**config.mk**
```make
export PLATFORM = sky130hd
export DESIGN_NAME = fp_compare_minmax_class_sign_top
export DESIGN_NICKNAME = d
export VERILOG_FILES = /design/src/rtl/core/fpcm_pkg.sv /design/src/rtl/core/fp_compare_minmax_class_sign_top.sv /design/src/rtl/core/fpcm_decode.sv /design/src/rtl/core/fpcm_exec.sv
export SDC_FILE = /design/constraint.sdc
export NUM_CORES = 1
export LEC_CHECK = 0
export ABC_AREA = 1
export ABC_CLOCK_PERIOD_IN_PS = 5300
export BUFFER_PORTS_ARGS = -buffer_cell sky130_fd_sc_hd__buf_2
export CORE_ASPECT_RATIO = 1.75
export CORE_MARGIN = 5
export CORE_UTILIZATION = 45
export DETAILED_ROUTE_END_ITERATION = 10
export PLACE_DENSITY = 0.61
export SLEW_MARGIN = 40
export SYNTH_ARGS = -nofsm -noshare
export SYNTH_HDL_FRONTEND = slang
export SYNTH_SLANG_ARGS = --single-unit
```
**constraint.sdc**
```tcl
create_clock -name clk -period 5.3 [get_ports clk]
set_input_delay 0.795 -clock clk [delete_from_list [all_inputs] [get_ports clk]]
set_output_delay 0.795 -clock clk [all_outputs]
set_load 0.1 [all_outputs]
```
**src/rtl/core/fpcm_pkg.sv**
```systemverilog
// Package for the floating-point compare, min/max, class and sign block.
// Holds command codes, format constants, the decoded operand type and helpers.
package fpcm_pkg;

  localparam int CMD_W       = 4;
  localparam int XLEN        = 64;
  localparam int IN_TDATA_W  = 136;
  localparam int OUT_TDATA_W = 64;
  localparam int CLASS_W     = 10;

  localparam logic [CMD_W-1:0] CMD_FMIN   = 4'd0;
  localparam logic [CMD_W-1:0] CMD_FMAX   = 4'd1;
  localparam logic [CMD_W-1:0] CMD_FEQ    = 4'd2;
  localparam logic [CMD_W-1:0] CMD_FLT    = 4'd3;
  localparam logic [CMD_W-1:0] CMD_FLE    = 4'd4;
  localparam logic [CMD_W-1:0] CMD_FCLASS = 4'd5;
  localparam logic [CMD_W-1:0] CMD_FSGNJ  = 4'd6;
  localparam logic [CMD_W-1:0] CMD_FSGNJN = 4'd7;
  localparam logic [CMD_W-1:0] CMD_FSGNJX = 4'd8;

  localparam logic [XLEN-1:0] BOX_MASK = 64'hffff_ffff_0000_0000;
  localparam logic [XLEN-1:0] QNAN_D   = 64'h7ff8_0000_0000_0000;
  localparam logic [31:0]     QNAN_S   = 32'h7fc0_0000;
  localparam logic [XLEN-1:0] SIGN_D   = 64'h8000_0000_0000_0000;
  localparam logic [XLEN-1:0] SIGN_S   = 64'h0000_0000_8000_0000;

  typedef struct packed {
    logic [XLEN-1:0] bits;  // value within its format width
    logic [XLEN-1:0] mag;   // value with the sign bit cleared
    logic            neg;
    logic            nan;
    logic            snan;
    logic            zero;
    logic            inf;
    logic            sub;
  } fpcm_val_t;

  typedef struct packed {
    logic [XLEN-1:0] result;
    logic            invalid;
  } fpcm_res_t;

  // Strict less-than on two values that are not NaN.
  function automatic logic fp_less(fpcm_val_t a, fpcm_val_t b);
    logic lt;
    if (a.zero && b.zero) begin
      lt = 1'b0;
    end else if (a.neg != b.neg) begin
      lt = a.neg;
    end else if (a.neg) begin
      lt = (a.mag > b.mag);
    end else begin
      lt = (a.mag < b.mag);
    end
    return lt;
  endfunction

  // Singles are returned NaN-boxed.
  function automatic logic [XLEN-1:0] fp_box(logic [XLEN-1:0] x, logic dbl);
    return dbl ? x : (BOX_MASK | {32'h0, x[31:0]});
  endfunction

endpackage

```
**src/rtl/core/fp_compare_minmax_class_sign_top.sv**
```systemverilog
// Floating-point fmin/fmax/feq/flt/fle/fclass/fsgnj block for RISC-V F and D.
// A word accepted into the input register passes to the result register and is
// shown on the output from there, leaving when out_tready is high.
// Throughput: one word per cycle unless out_tready stalls; the input register feeds
// one pass of decode and operation logic into the result register.
// Reset (rst_n low, synchronous) empties both registers; payload is not reset.
module fp_compare_minmax_class_sign_top (
  input  logic                              clk,
  input  logic                              rst_n,
  input  logic                              in_tvalid,
  output logic                              in_tready,
  // command[3:0], operand_a[67:4], operand_b[131:68]
  input  logic [fpcm_pkg::IN_TDATA_W-1:0]   in_tdata,
  input  logic                              in_tuser,   // is_double[0]
  output logic                              out_tvalid,
  input  logic                              out_tready,
  output logic [fpcm_pkg::OUT_TDATA_W-1:0]  out_tdata,  // result[63:0]
  output logic                              out_tuser   // invalid_flag[0]
);
  import fpcm_pkg::*;

  logic              s1_valid_r;
  logic [CMD_W-1:0]  s1_cmd_r;
  logic              s1_dbl_r;
  logic [XLEN-1:0]   s1_a_r;
  logic [XLEN-1:0]   s1_b_r;
  logic              out_valid_r;
  logic [XLEN-1:0]   out_data_r;
  logic              out_inv_r;
  logic              s1_move;
  logic              in_take;
  fpcm_val_t         dec_a;
  fpcm_val_t         dec_b;
  fpcm_res_t         exe_res;

  // The result register is free when empty or being taken this cycle.
  assign s1_move   = !out_valid_r || out_tready;
  assign in_tready = !s1_valid_r || s1_move;
  assign in_take   = in_tvalid && in_tready;

  always_ff @(posedge clk) begin
    if (!rst_n) begin
      s1_valid_r  <= 1'b0;
      out_valid_r <= 1'b0;
    end else begin
      if (in_tready) begin
        s1_valid_r <= in_tvalid;
      end
      if (s1_move) begin
        out_valid_r <= s1_valid_r;
      end
    end
  end

  always_ff @(posedge clk) begin
    if (in_take) begin
      s1_cmd_r <= in_tdata[3:0];
      s1_a_r   <= in_tdata[67:4];
      s1_b_r   <= in_tdata[131:68];
      s1_dbl_r <= in_tuser;
    end
    if (s1_move && s1_valid_r) begin
      out_data_r <= exe_res.result;
      out_inv_r  <= exe_res.invalid;
    end
  end

  fpcm_decode u_dec_a (
    .raw       (s1_a_r),
    .is_double (s1_dbl_r),
    .val       (dec_a)
  );

  fpcm_decode u_dec_b (
    .raw       (s1_b_r),
    .is_double (s1_dbl_r),
    .val       (dec_b)
  );

  fpcm_exec u_exec (
    .command   (s1_cmd_r),
    .is_double (s1_dbl_r),
    .a         (dec_a),
    .b         (dec_b),
    .res       (exe_res)
  );

  assign out_tvalid = out_valid_r;
  assign out_tdata  = out_data_r;
  assign out_tuser  = out_inv_r;

endmodule

```
**src/rtl/core/fpcm_decode.sv**
```systemverilog
// Operand decoder: unboxes a single or takes a double and derives its kind.
// Depends on fpcm_pkg.
module fpcm_decode (
  input  logic [63:0]          raw,
  input  logic                 is_double,
  output fpcm_pkg::fpcm_val_t  val
);
  import fpcm_pkg::*;

  logic [XLEN-1:0] x;
  logic            exp_ones;
  logic            exp_zero;
  logic            frac_nz;
  logic            quiet;

  always_comb begin
    if (is_double) begin
      x = raw;
    end else if ((raw & BOX_MASK) == BOX_MASK) begin
      x = {32'h0, raw[31:0]};
    end else begin
      // An improperly boxed single reads as the canonical quiet NaN.
      x = {32'h0, QNAN_S};
    end
  end

  assign exp_ones = is_double ? (&x[62:52]) : (&x[30:23]);
  assign exp_zero = is_double ? ~(|x[62:52]) : ~(|x[30:23]);
  assign frac_nz  = is_double ? (|x[51:0]) : (|x[22:0]);
  assign quiet    = is_double ? x[51] : x[22];

  always_comb begin
    val.bits = x;
    val.mag  = is_double ? {1'b0, x[62:0]} : {33'h0, x[30:0]};
    val.neg  = is_double ? x[63] : x[31];
    val.nan  = exp_ones && frac_nz;
    val.snan = exp_ones && frac_nz && !quiet;
    val.inf  = exp_ones && !frac_nz;
    val.zero = exp_zero && !frac_nz;
    val.sub  = exp_zero && frac_nz;
  end

endmodule

```
**src/rtl/core/fpcm_exec.sv**
```systemverilog
// Operation logic for min/max, compares, class and sign injection.
// Depends on fpcm_pkg; takes two decoded operands from fpcm_decode.
module fpcm_exec (
  input  logic [3:0]           command,
  input  logic                 is_double,
  input  fpcm_pkg::fpcm_val_t  a,
  input  fpcm_pkg::fpcm_val_t  b,
  output fpcm_pkg::fpcm_res_t  res
);
  import fpcm_pkg::*;

  logic            lt_ab;
  logic            lt_ba;
  logic            any_nan;
  logic            any_snan;
  logic [XLEN-1:0] sign;
  logic [XLEN-1:0] mm;
  logic [XLEN-1:0] sgn_bit;
  logic [CLASS_W-1:0] cls;

  assign lt_ab    = fp_less(a, b);
  assign lt_ba    = fp_less(b, a);
  assign any_nan  = a.nan || b.nan;
  assign any_snan = a.snan || b.snan;
  assign sign     = is_double ? SIGN_D : SIGN_S;

  always_comb begin
    if (a.nan && b.nan) begin
      mm = is_double ? QNAN_D : {32'h0, QNAN_S};
    end else if (a.nan) begin
      mm = b.bits;
    end else if (b.nan) begin
      mm = a.bits;
    end else if (a.zero && b.zero) begin
      // Mixed-sign zeros: min takes -0, max takes +0.
      if (command == CMD_FMAX) begin
        mm = (a.neg && b.neg) ? sign : '0;
      end else begin
        mm = (a.neg || b.neg) ? sign : '0;
      end
    end else if (command == CMD_FMAX) begin
      mm = lt_ab ? b.bits : a.bits;
    end else begin
      mm = lt_ba ? b.bits : a.bits;
    end
  end

  always_comb begin
    cls = '0;
    if (a.nan) begin
      cls[a.snan ? 8 : 9] = 1'b1;
    end else if (a.inf) begin
      cls[a.neg ? 0 : 7] = 1'b1;
    end else if (a.zero) begin
      cls[a.neg ? 3 : 4] = 1'b1;
    end else if (a.sub) begin
      cls[a.neg ? 2 : 5] = 1'b1;
    end else begin
      cls[a.neg ? 1 : 6] = 1'b1;
    end
  end

  always_comb begin
    case (command)
      CMD_FSGNJ:  sgn_bit = b.neg ? sign : '0;
      CMD_FSGNJN: sgn_bit = b.neg ? '0 : sign;
      default:    sgn_bit = (a.neg != b.neg) ? sign : '0;
    endcase
  end

  always_comb begin
    res.result  = '0;
    res.invalid = 1'b0;
    case (command)
      CMD_FMIN, CMD_FMAX: begin
        res.result  = fp_box(mm, is_double);
        res.invalid = any_snan;
      end
      CMD_FEQ: begin
        res.invalid = any_snan;
        res.result  = {63'h0, !any_nan && ((a.zero && b.zero) || (a.bits == b.bits))};
      end
      CMD_FLT: begin
        res.invalid = any_nan;
        res.result  = {63'h0, !any_nan && lt_ab};
      end
      CMD_FLE: begin
        res.invalid = any_nan;
        res.result  = {63'h0, !any_nan && !lt_ba};
      end
      CMD_FCLASS: begin
        res.result = {{(XLEN-CLASS_W){1'b0}}, cls};
      end
      CMD_FSGNJ, CMD_FSGNJN, CMD_FSGNJX: begin
        res.result = fp_box(a.mag | sgn_bit, is_double);
      end
      default: begin
        res.result  = '0;
        res.invalid = 1'b0;
      end
    endcase
  end

endmodule

```
==> results.ini, run 1 <==
[detailed_routing]
drtAntennaViolNets=0
first_iter_violations=1307
firstDrtPassIters=5
totalWireLength_mm=52.7
vias=14100
viasPerCell=5.68
drcViolationCount=0
wire_per_inst_um=21.2

[pwr]
power_density_mw_per_mm2=271
ir_worst_vdd_uv=244
p_clk_frac=0.282
seqPwrFrac=0.431
p_sw_frac=0.364
switchingPower_mw=1.61
p_int_mw=2.81
combPwrFrac=0.287
p_leak_nw=7.75
p_total_mw=4.42

[timing]
skew_ns=0.00896
min_period_ns=5.00
relSlewSlack=0.482
grt_setup_unrepaired=no
finalSetupViolations=0
period_share=0.943
fin_tns_setup_ns=0
slew_violations=0
max_freq_mhz=200
fin_ws_ns=0.302
worst_slew_pin_slew_ns=0.777
hold_viol_final=0

[logic_synthesis]
synth_mux_area_frac=0
yosysWarningCount=0
avgSynthCellArea_um2=7.49
synth_adder_area_share=0.0570
synth_edf_count=198
synth_cell_type_count=48
ys_ff_latch=200
synthArstFlopShare=0
synth-xor-area-share=0
synth_top_family_by_area=simple AND/OR/NAND/NOR gates
ys_seq_area_frac=0.419
syn_inst=1906
syn-num-nets=2112
synth.cell_area_mm2=0.0143
synth_compound_area_frac=0.136
synthFlopType=edfxtp_1
synthSimpleGateAreaFrac=0.298

[setup_path]
critPathMaxFanout=35
crit_buf_inv=5
crit_type=reg2reg
crit_required_ns=5.51
end_kind=flop
reg2regPathDepth=32
slowest_stage=edfxtp_1
cpMostUsedCell=nand2_1
crit_family=simple AND/OR/NAND/NOR gates
worstPathArrival_ns=5.21
worst_path_largest_cell_delay_ns=0.45
cp_num_cells=32
critPathLaunchType=flop

[global_route]
grt-ovfl-total=0
antenna_found_initial=0
grt_max_degree=86
grt_pass1_vias=13900
grt_use_total=0.297
grt_pass1_wl_mm=79.1

[placed_design]
dp_hpwl_mm=38.8
io_buffer_count=203
preCtsSetupSlack_ns=0.218
place.gp.congestion=0.969

[floorplan]
chipWidth_um=145
ioPinCount=208
coreArea_mm2=0.0314
fp.dieH_um=246
dieArea_mm2=0.0355
placementRows=86
start_util=0.454

[clocking]
cts_max_path_buffers=2
hold_buffers=0
root_buffer=clkbuf_16
insertion_delay_ns=0.46
clkTransAtPathRegs_ns=0.08
cts_tree=built
clock_sinks=200
numCtsBuffers=17
htreeDepth=4

[layout]
num_antenna_cells=0
drive_gt1_frac=0.156
nets=2287
syn_to_final_growth_pct=14.1
nFillCells=3178

[flow_run]
cap_violations=0

[run_status]
outcome=finished, final reports clean

[hold_path]
hp-class=in2reg
whs_path_depth=1

[through the flow]
step / hold slack (ns) / instances / cell area [um2] / util
6_report: 0.501 / 2490 / 16300 / 0.518
5_1_grt: 0.483 / 2490 / 16300 / 0.518
4_1_cts: 0.477 / 2486 / 16200 / 0.517
3_5_place_dp: 0.527 / 2454 / 15700 / 0.499
3_3_place_gp: 0.517 / 2454 / 15700 / 0.499
2_1_floorplan: 0.447 / 1906 / 14300 / -
[flip-flops by register name, summed over array words and instances, names as in the netlist]
name / cells
out_tdata: 64
out_tuser: 1
out_tvalid: 1
s1_a_r: 64
s1_b_r: 64
s1_cmd_r: 4
s1_dbl_r: 1
s1_valid_r: 1
[final cells by class]
type,count,area [um2],share of cell area
timing repair buffer,247,1410,0.0867
clock inverter,15,118,0.00722
inverter,212,807,0.0495
sequential,200,5990,0.367
multi-input combinational,1403,7050,0.433
tap,396,495,0.0304
clock buffer,17,425,0.0261
[cells in the mapped netlist (4+ instances only)]
library cell	number	share of area
nor3_1	22	0.0077
clkbuf_1	29	0.0076
nor4_1	8	0.0035
nand2_2	4	0.0018
edfxtp_1	198	0.42
buf_2	35	0.012
buf_4	9	0.0047
nor2_4	4	0.0032
ha_1	65	0.057
o21a_1	4	0.0021
inv_1	200	0.053
o21ai_0	105	0.037
nand4_1	32	0.014
o211ai_2	5	0.0044
buf_6	7	0.0055
nor2_2	9	0.0039
nor2_1	115	0.030
inv_2	9	0.0024
nand3_1	150	0.053
nand2_1	650	0.17
o41ai_1	6	0.0037
o21ai_1	14	0.0049
buf_1	11	0.0029
a21oi_1	121	0.042
o211ai_1	60	0.032
[worst paths after layout]
| kind | slack [ns] | startpoint | to |
|---|---|---|---|
| max | 0.30 | s1_b_r[61] | out_tdata[25] |
| min | 0.50 | in_tdata[60] | s1_a_r[56] |
| min reg2reg | 0.53 | s1_valid_r | out_tvalid |
| max reg2reg | 0.30 | s1_b_r[61] | out_tdata[25] |
[per-layer routing]
metal	GRT usage	up-vias	routed length, um
met5	0	-	0
met2	0.528	664	27100
li1	-	6762	-
met3	0.0358	162	3120
met1	0.329	6544	18700
met4	0.186	0	3750
[power by group through the flow]
stage	Clock, mW	Combinational (mW)	Sequential (mW)
2_1_floorplan	0	0.706	2.12
3_3_place_gp	0	1.23	1.94
3_5_place_dp	0	1.24	1.94
4_1_cts	1.27	1.25	1.90
5_1_grt	1.32	1.38	1.91
6_report	1.24	1.27	1.90
[cell families (layout without fill, tap and decap cells)]
kind of cell / Yosys count / count (layout)
compound gates: 333 / 333
fa+ha+maj: 65 / 65
buf+inv: 303 / 491
flops: 200 / 200
simple gates: 1005 / 1005
[placed cells by master (no fill, tap or decap), types with 2 or more instances in the layout]
master      Yosys  final
a21boi_1        3      3
a21oi_1       121    120
a21oi_4         1      2
buf_12          0      5
buf_2          35    203
buf_4           9     38
clkbuf_16       0     17
clkinv_1        2      4
clkinv_2        0      3
clkinvlp_4      0      3
dfxtp_1         2      2
edfxtp_1      198    198
ha_1           65     65
inv_1         200    199
inv_2           9      8
inv_6           0      6
inv_8           0      3
nand2_1       650    650
nand2_2         4      4
nand2_4         2      2
nand2_8         3      3
nand3_1       150    150
nand4_1        32     32
nor2_1        115    114
nor2_2          9      9
nor2_4          4      5
nor3_1         22     22
nor3b_1         2      2
nor4_1          8      7
o211ai_1       60     60
o211ai_2        5      5
o21a_1          4      4
o21ai_0       105    105
o21ai_1        14     14
o21ai_2         2      2
o21bai_1        2      2
o22ai_1         2      2
o41ai_1         6      6
[repair_timing]
item                       in CTS  in global routing
buffers inserted                0                  4
resized for setup               0                  3
setup endpoints to repair       0                 11
(Power assumes the default switching activity.)
==> inputs of run 2 (changes only) <==
--- a/config.mk
+++ b/config.mk
@@ -7,12 +7,13 @@
 export LEC_CHECK = 0
 export ABC_AREA = 1
 export ABC_CLOCK_PERIOD_IN_PS = 5300
-export BUFFER_PORTS_ARGS = -buffer_cell sky130_fd_sc_hd__buf_2
+export CAP_MARGIN = 20
 export CORE_ASPECT_RATIO = 1.75
 export CORE_MARGIN = 5
 export CORE_UTILIZATION = 45
 export DETAILED_ROUTE_END_ITERATION = 10
-export PLACE_DENSITY = 0.61
+export DONT_BUFFER_PORTS = 1
+export PLACE_DENSITY = 0.56
 export SLEW_MARGIN = 40
 export SYNTH_ARGS = -nofsm -noshare
 export SYNTH_HDL_FRONTEND = slang
==> run 2 against run 1 <==
Compared with the run above: cell count fell by 6.9%; clock-buffer cell count unchanged; wire length shrank 1.3%; largest power group unchanged; largest cell class unchanged.
==> results.ini, run 2 (synthesis results as in run 1) <==
[flow_run]
cap_violations=0  ; unchanged

[setup_path]
critPathMaxFanout=34  ; was 35
end_kind=flop  ; unchanged
cpMostUsedCell=nand2_1  ; unchanged
critical_path.cell_chain=nand2_1 -> nor2_1 -> nand2_1 -> nor2_2 -> a21oi_4 -> nor2_1 -> inv_1 -> ha_1 -> nand2_1 -> nor4_1 -> buf_4 -> nand2_1 -> nor3_1 -> nand2_1 -> nand2_1 -> o21ai_2 -> nand2_8 -> clkinv_2 -> nand2_1 -> nand3_1 -> a21boi_1 -> o21ai_1 -> nand2_1
worst_path_largest_cell_delay_ns=0.64  ; was 0.45 ns
crit_required_ns=5.60  ; was 5.51 ns
cp-startpoint=s1_a_r[40]  ; was s1_b_r[61]
slowest_stage=a21oi_4  ; was edfxtp_1
critPathLaunchType=flop  ; unchanged
worstPathArrival_ns=5.11  ; was 5.21 ns
crit_type=reg2reg  ; unchanged
rr_startpoint=s1_a_r[40]  ; was s1_b_r[61]

[timing]
min_period_ns=4.81  ; was 5.00 ns
finalSetupViolations=0  ; unchanged
hold_viol_final=0  ; unchanged
period_share=0.908  ; was 0.943
slew_violations=0  ; unchanged
max_freq_mhz=208  ; was 200 MHz
worst_slew_pin_slew_ns=0.901  ; was 0.777 ns
skew_ns=0.0110  ; was 0.00896 ns
fin_tns_setup_ns=0  ; unchanged
grt_setup_unrepaired=no  ; unchanged
relSlewSlack=0.401  ; was 0.482
fin_ws_ns=0.488  ; was 0.302 ns

[clocking]
cts_tree=built  ; unchanged
clock_sinks=200  ; unchanged
htreeDepth=4  ; unchanged
insertion_delay_ns=0.47  ; was 0.46 ns
clkTransAtPathRegs_ns=0.08  ; about the same
numCtsBuffers=17  ; unchanged
root_buffer=clkbuf_16  ; unchanged
cts_max_path_buffers=2  ; unchanged
hold_buffers=0  ; unchanged

[floorplan]
start_util=0.454  ; unchanged
placementRows=86  ; unchanged
dieArea_mm2=0.0355  ; unchanged
fp.dieH_um=246  ; unchanged
chipWidth_um=145  ; unchanged
ioPinCount=208  ; unchanged
coreArea_mm2=0.0314  ; unchanged

[detailed_routing]
drcViolationCount=0  ; unchanged
wire_per_inst_um=22.4  ; was 21.2 um
first_iter_violations=1231  ; was 1307
firstDrtPassIters=5  ; unchanged
drtAntennaViolNets=0  ; unchanged
totalWireLength_mm=52.0  ; was 52.7 mm
viasPerCell=5.81  ; was 5.68
vias=13500  ; was 14100

[layout]
nets=2114  ; was 2287
fin_cells=2317  ; was 2490
num_antenna_cells=0  ; unchanged
final_util=0.518  ; about the same
drive_gt1_frac=0.0812  ; was 0.156
layout_common_cells=nand2_1, inv_1, edfxtp_1  ; was nand2_1, buf_2, inv_1
syn_to_final_growth_pct=14.0  ; was 14.1%
layout_commonest_cell=nand2_1  ; unchanged

[placed_design]
place.gp.congestion=0.973  ; was 0.969
dp_hpwl_mm=37.9  ; was 38.8 mm
io_buffer_count=0  ; was 203
preCtsSetupSlack_ns=0.413  ; was 0.218 ns
dp_cells=2280  ; was 2454

[global_route]
grt_max_degree=86  ; unchanged
grt_pass1_wl_mm=77.8  ; was 79.1 mm
grt_use_total=0.293  ; was 0.297
grt-ovfl-total=0  ; unchanged
grt_pass1_vias=13400  ; was 13900
antenna_found_initial=0  ; unchanged

[hold_path]
hold_path.startpoint=in_tdata[60]  ; unchanged
hp-class=in2reg  ; unchanged

[run_status]
outcome=finished, final reports clean  ; unchanged

[pwr]
p_leak_nw=7.38  ; was 7.75 nW
power_density_mw_per_mm2=281  ; was 271 mW/mm2
ir_worst_vdd_uv=239  ; was 244 uV

## run 2: cell types whose count changed in the layout (fill, tap and decap cells not counted), sizes merged
cell / previous run / this run
clkbuf: 17 / 21
buf: 247 / 70
clkinv: 8 / 7
clkinvlp: 3 / 2
bufinv: 0 / 2
## run 2: timing repair
item,in CTS,in global routing
endpoints found under the setup margin,0,17
buffers inserted,0,1
gates resized for setup,0,5
## run 2: worst max-delay path, delay by kind of cell (launching register included)
kind	cells	cell delay [ns]
DFF	1	0.49
buffers and inverters	3	0.75
adders and majority gates	1	0.15
AOI/OAI and AO/OA	4	0.97
and+or+nand+nor	15	2.22
## run 2: metrics by stage
step	instance area [um2]	hold slack, ns	power (mW)
after floorplan	14300	0.447	2.82
after global routing	16300	0.395	4.79
after detailed placement	15500	0.534	3.19
after CTS	16100	0.390	4.59
after global placement	14600	0.514	3.09
final	16300	0.417	4.57
## run 2: cell type report
class / count / area (um2)
clock buffer: 17 / 425
inverter: 212 / 807
sequential: 200 / 5990
tap: 396 / 495
multi-input combinational: 1403 / 7040
timing repair buffer: 74 / 1320
clock inverter: 15 / 204
fill: 3136 / 15100
## run 2: power breakdown
part	total (mW)	internal (mW)	switching, mW	leakage (nW)
logic	1.18	0.365	0.814	5.13
clock network	1.39	0.724	0.665	0.301
registers	2.00	1.85	0.147	1.96
## run 2: final timing paths
kind                    to  slack [ns]  cells after the start
max reg2reg  out_tdata[48]        0.49                     23
max          out_tdata[48]        0.49                     23
min reg2reg     out_tvalid        0.53                      2
min             s1_a_r[56]        0.42                      0
## run 2: routing by layer
metal | track usage | wire length (um)
met2 | 0.502 | 26000
met3 | 0.0473 | 3010
met1 | 0.319 | 18500
met5 | 0 | 0
met4 | 0.216 | 4430
==> inputs of run 3 (changes only) <==
--- a/config.mk
+++ b/config.mk
@@ -17,4 +17,5 @@
 export SLEW_MARGIN = 40
 export SYNTH_ARGS = -nofsm -noshare
 export SYNTH_HDL_FRONTEND = slang
+export SYNTH_HIERARCHICAL = 1
 export SYNTH_SLANG_ARGS = --single-unit
==> run 3 against run 2 <==
Compared with the run above: largest cell class unchanged; register-to-register slack better by 0.23 ns; clock-buffer cell count unchanged; critical path depth down 1; combinational power up 19%; first-iteration DRC count up 33%; cell count up 15%; utilization down 2.7 points; clock power down 4%; wire length up 17%; setup slack better by 0.23 ns; critical endpoint is now out_tdata[38].
==> results.ini, run 3 <==
[setup_path]
slowest_stage=edfxtp_1  ; was a21oi_4
end_kind=flop  ; unchanged
cpMostUsedCell=nand2_1  ; unchanged
worstPathArrival_ns=4.76  ; was 5.11 ns
cp-startpoint=s1_dbl_r  ; was s1_a_r[40]
critical_path.cell_chain=buf_4 -> nand2_1 -> inv_1 -> inv_1 -> ha_1 -> a21oi_1 -> o21ai_0 -> nand2_1 -> nand2_1 -> nand2_1 -> nand2_1 -> a21oi_1 -> nand3_1 -> nand2_2 -> nand3_2 -> buf_4 -> nand2_1 -> nand3_1 -> nand3_1 -> nand2_1 -> nand2_1 -> nand2_1  ; was nand2_1 -> nor2_1 -> nand2_1 -> nor2_2 -> a21oi_4 -> nor2_1 -> inv_1 -> ha_1 -> nand2_1 -> nor4_1 -> buf_4 -> nand2_1 -> nor3_1 -> nand2_1 -> nand2_1 -> o21ai_2 -> nand2_8 -> clkinv_2 -> nand2_1 -> nand3_1 -> a21boi_1 -> o21ai_1 -> nand2_1
rr_startpoint=s1_dbl_r  ; was s1_a_r[40]
crit_type=reg2reg  ; unchanged
critPathMaxFanout=54  ; was 34
critPathLaunchType=flop  ; unchanged
crit_required_ns=5.48  ; was 5.60 ns
worst_path_largest_cell_delay_ns=0.59  ; was 0.64 ns

[hold_path]
hold_path.startpoint=in_tdata[93]  ; was in_tdata[60]
hp-class=in2reg  ; unchanged

[detailed_routing]
totalWireLength_mm=60.9  ; was 52.0 mm
wire_per_inst_um=22.8  ; was 22.4 um
drtAntennaViolNets=0  ; unchanged
viasPerCell=5.94  ; was 5.81
firstDrtPassIters=6  ; was 5
drcViolationCount=0  ; unchanged
vias=15900  ; was 13500
first_iter_violations=1636  ; was 1231

[pwr]
combPwrFrac=0.297  ; was 0.258
switchingPower_mw=1.77  ; was 1.63 mW
p_leak_nw=8.34  ; was 7.38 nW
p_sw_frac=0.374  ; was 0.356
power_density_mw_per_mm2=262  ; was 281 mW/mm2
seqPwrFrac=0.423  ; was 0.438
ir_worst_vdd_uv=208  ; was 239 uV
p_int_mw=2.97  ; was 2.94 mW
p_clk_frac=0.280  ; was 0.304

[global_route]
grt_max_degree=82  ; was 86
grt_use_total=0.287  ; was 0.293
grt_pass1_wl_mm=91.3  ; was 77.8 mm
grt_pass1_vias=15400  ; was 13400
grt-ovfl-total=0  ; unchanged
antenna_found_initial=0  ; unchanged

[timing]
worst_slew_pin_slew_ns=0.918  ; was 0.901 ns
finalSetupViolations=0  ; unchanged
min_period_ns=4.58  ; was 4.81 ns
fin_tns_setup_ns=0  ; unchanged
fin_ws_ns=0.723  ; was 0.488 ns
slew_violations=0  ; unchanged
grt_setup_unrepaired=no  ; unchanged
hold_viol_final=0  ; unchanged
max_freq_mhz=218  ; was 208 MHz
period_share=0.864  ; was 0.908
relSlewSlack=0.389  ; was 0.401
skew_ns=0.0126  ; was 0.0110 ns

[floorplan]
chipWidth_um=156  ; was 145 um
coreArea_mm2=0.0368  ; was 0.0314 mm2
placementRows=93  ; was 86
ioPinCount=208  ; unchanged
dieArea_mm2=0.0413  ; was 0.0355 mm2
fp.dieH_um=265  ; was 246 um
start_util=0.456  ; was 0.454

[logic_synthesis]
synth.cell_area_mm2=0.0168  ; was 0.0143 mm2
avgSynthCellArea_um2=7.32  ; was 7.49 um2
syn_inst=2289  ; was 1906
syn-num-nets=2496  ; was 2112
yosysWarningCount=6  ; was 0

[placed_design]
preCtsSetupSlack_ns=0.876  ; was 0.413 ns
io_buffer_count=0  ; unchanged
dp_hpwl_mm=43.1  ; was 37.9 mm
place.gp.congestion=0.966  ; was 0.973

[layout]
num_antenna_cells=0  ; unchanged
nets=2391  ; was 2114
drive_gt1_frac=0.0929  ; was 0.0812
multi_input_area_mm2=0.00814  ; was 0.00704 mm2
seq_area_mm2=0.00599  ; unchanged
layout_common_cells=nand2_1, inv_1, nand3_1  ; was nand2_1, inv_1, edfxtp_1
layout_commonest_cell=nand2_1  ; unchanged
syn_to_final_growth_pct=7.77  ; was 14.0%
nFillCells=3683  ; was 3136
final_util=0.491  ; was 0.518

[clocking]
insertion_delay_ns=0.46  ; was 0.47 ns
cts_setup_buffers=0  ; unchanged
root_buffer=clkbuf_16  ; unchanged
cts_max_path_buffers=2  ; unchanged
numCtsBuffers=17  ; unchanged
clkTransAtPathRegs_ns=0.08  ; about the same
htreeDepth=4  ; unchanged
cts_resized=0  ; unchanged
hold_buffers=0  ; unchanged
cts_tree=built  ; unchanged
clock_sinks=200  ; unchanged

[flow_run]
cap_violations=0  ; unchanged

[run_status]
outcome=finished, final reports clean  ; unchanged

-- run 3: per-stage QoR --
step / power, mW / instance area (um2) / instances / hold WS (ns)
after floorplan: 3.05 / 16800 / 2289 / 0.461
after global placement: 3.30 / 16500 / 2599 / 0.522
after detailed placement: 3.40 / 17300 / 2632 / 0.527
after CTS: 4.73 / 17900 / 2664 / 0.399
after global routing: 4.96 / 18100 / 2672 / 0.389
final: 4.74 / 18100 / 2672 / 0.424
-- run 3: layer usage --
layer / track usage / wire, um / vias up
li1: - / - / 7323
met1: 0.317 / 20800 / 7342
met2: 0.498 / 30300 / 947
met3: 0.0469 / 4720 / 253
met4: 0.197 / 4980 / 0
met5: 0 / 0 / -
-- run 3: final timing paths --
| check | cells past startpoint | end | slack [ns] |
|---|---|---|---|
| min reg2reg | 2 | out_tvalid | 0.54 |
| min | 0 | s1_b_r[25] | 0.42 |
| max | 22 | out_tdata[38] | 0.72 |
| max reg2reg | 22 | out_tdata[38] | 0.72 |
-- run 3: power groups by stage --
stage / clock (mW) / combinational, mW / sequential [mW]
floorplan: 0 / 0.905 / 2.14
global placement: 0 / 1.14 / 2.16
detailed placement: 0 / 1.34 / 2.06
CTS: 1.36 / 1.34 / 2.03
global route: 1.43 / 1.51 / 2.02
finish: 1.33 / 1.40 / 2.01
-- run 3: critical path: cells and delay by family (launching register included) --
kind,cells,cell delay (ns)
simple gates,14,1.56
compound gates,3,0.72
buf+inv,4,1.17
flops,1,0.59
fa+ha+maj,1,0.20
-- run 3: cell type report --
cell class | instances | share of cell area
multi-input combinational | 1573 | 0.451
sequential | 200 | 0.332
timing repair buffer | 129 | 0.0967
inverter | 263 | 0.0550
tap | 475 | 0.0329
clock buffer | 17 | 0.0236
clock inverter | 15 | 0.00922
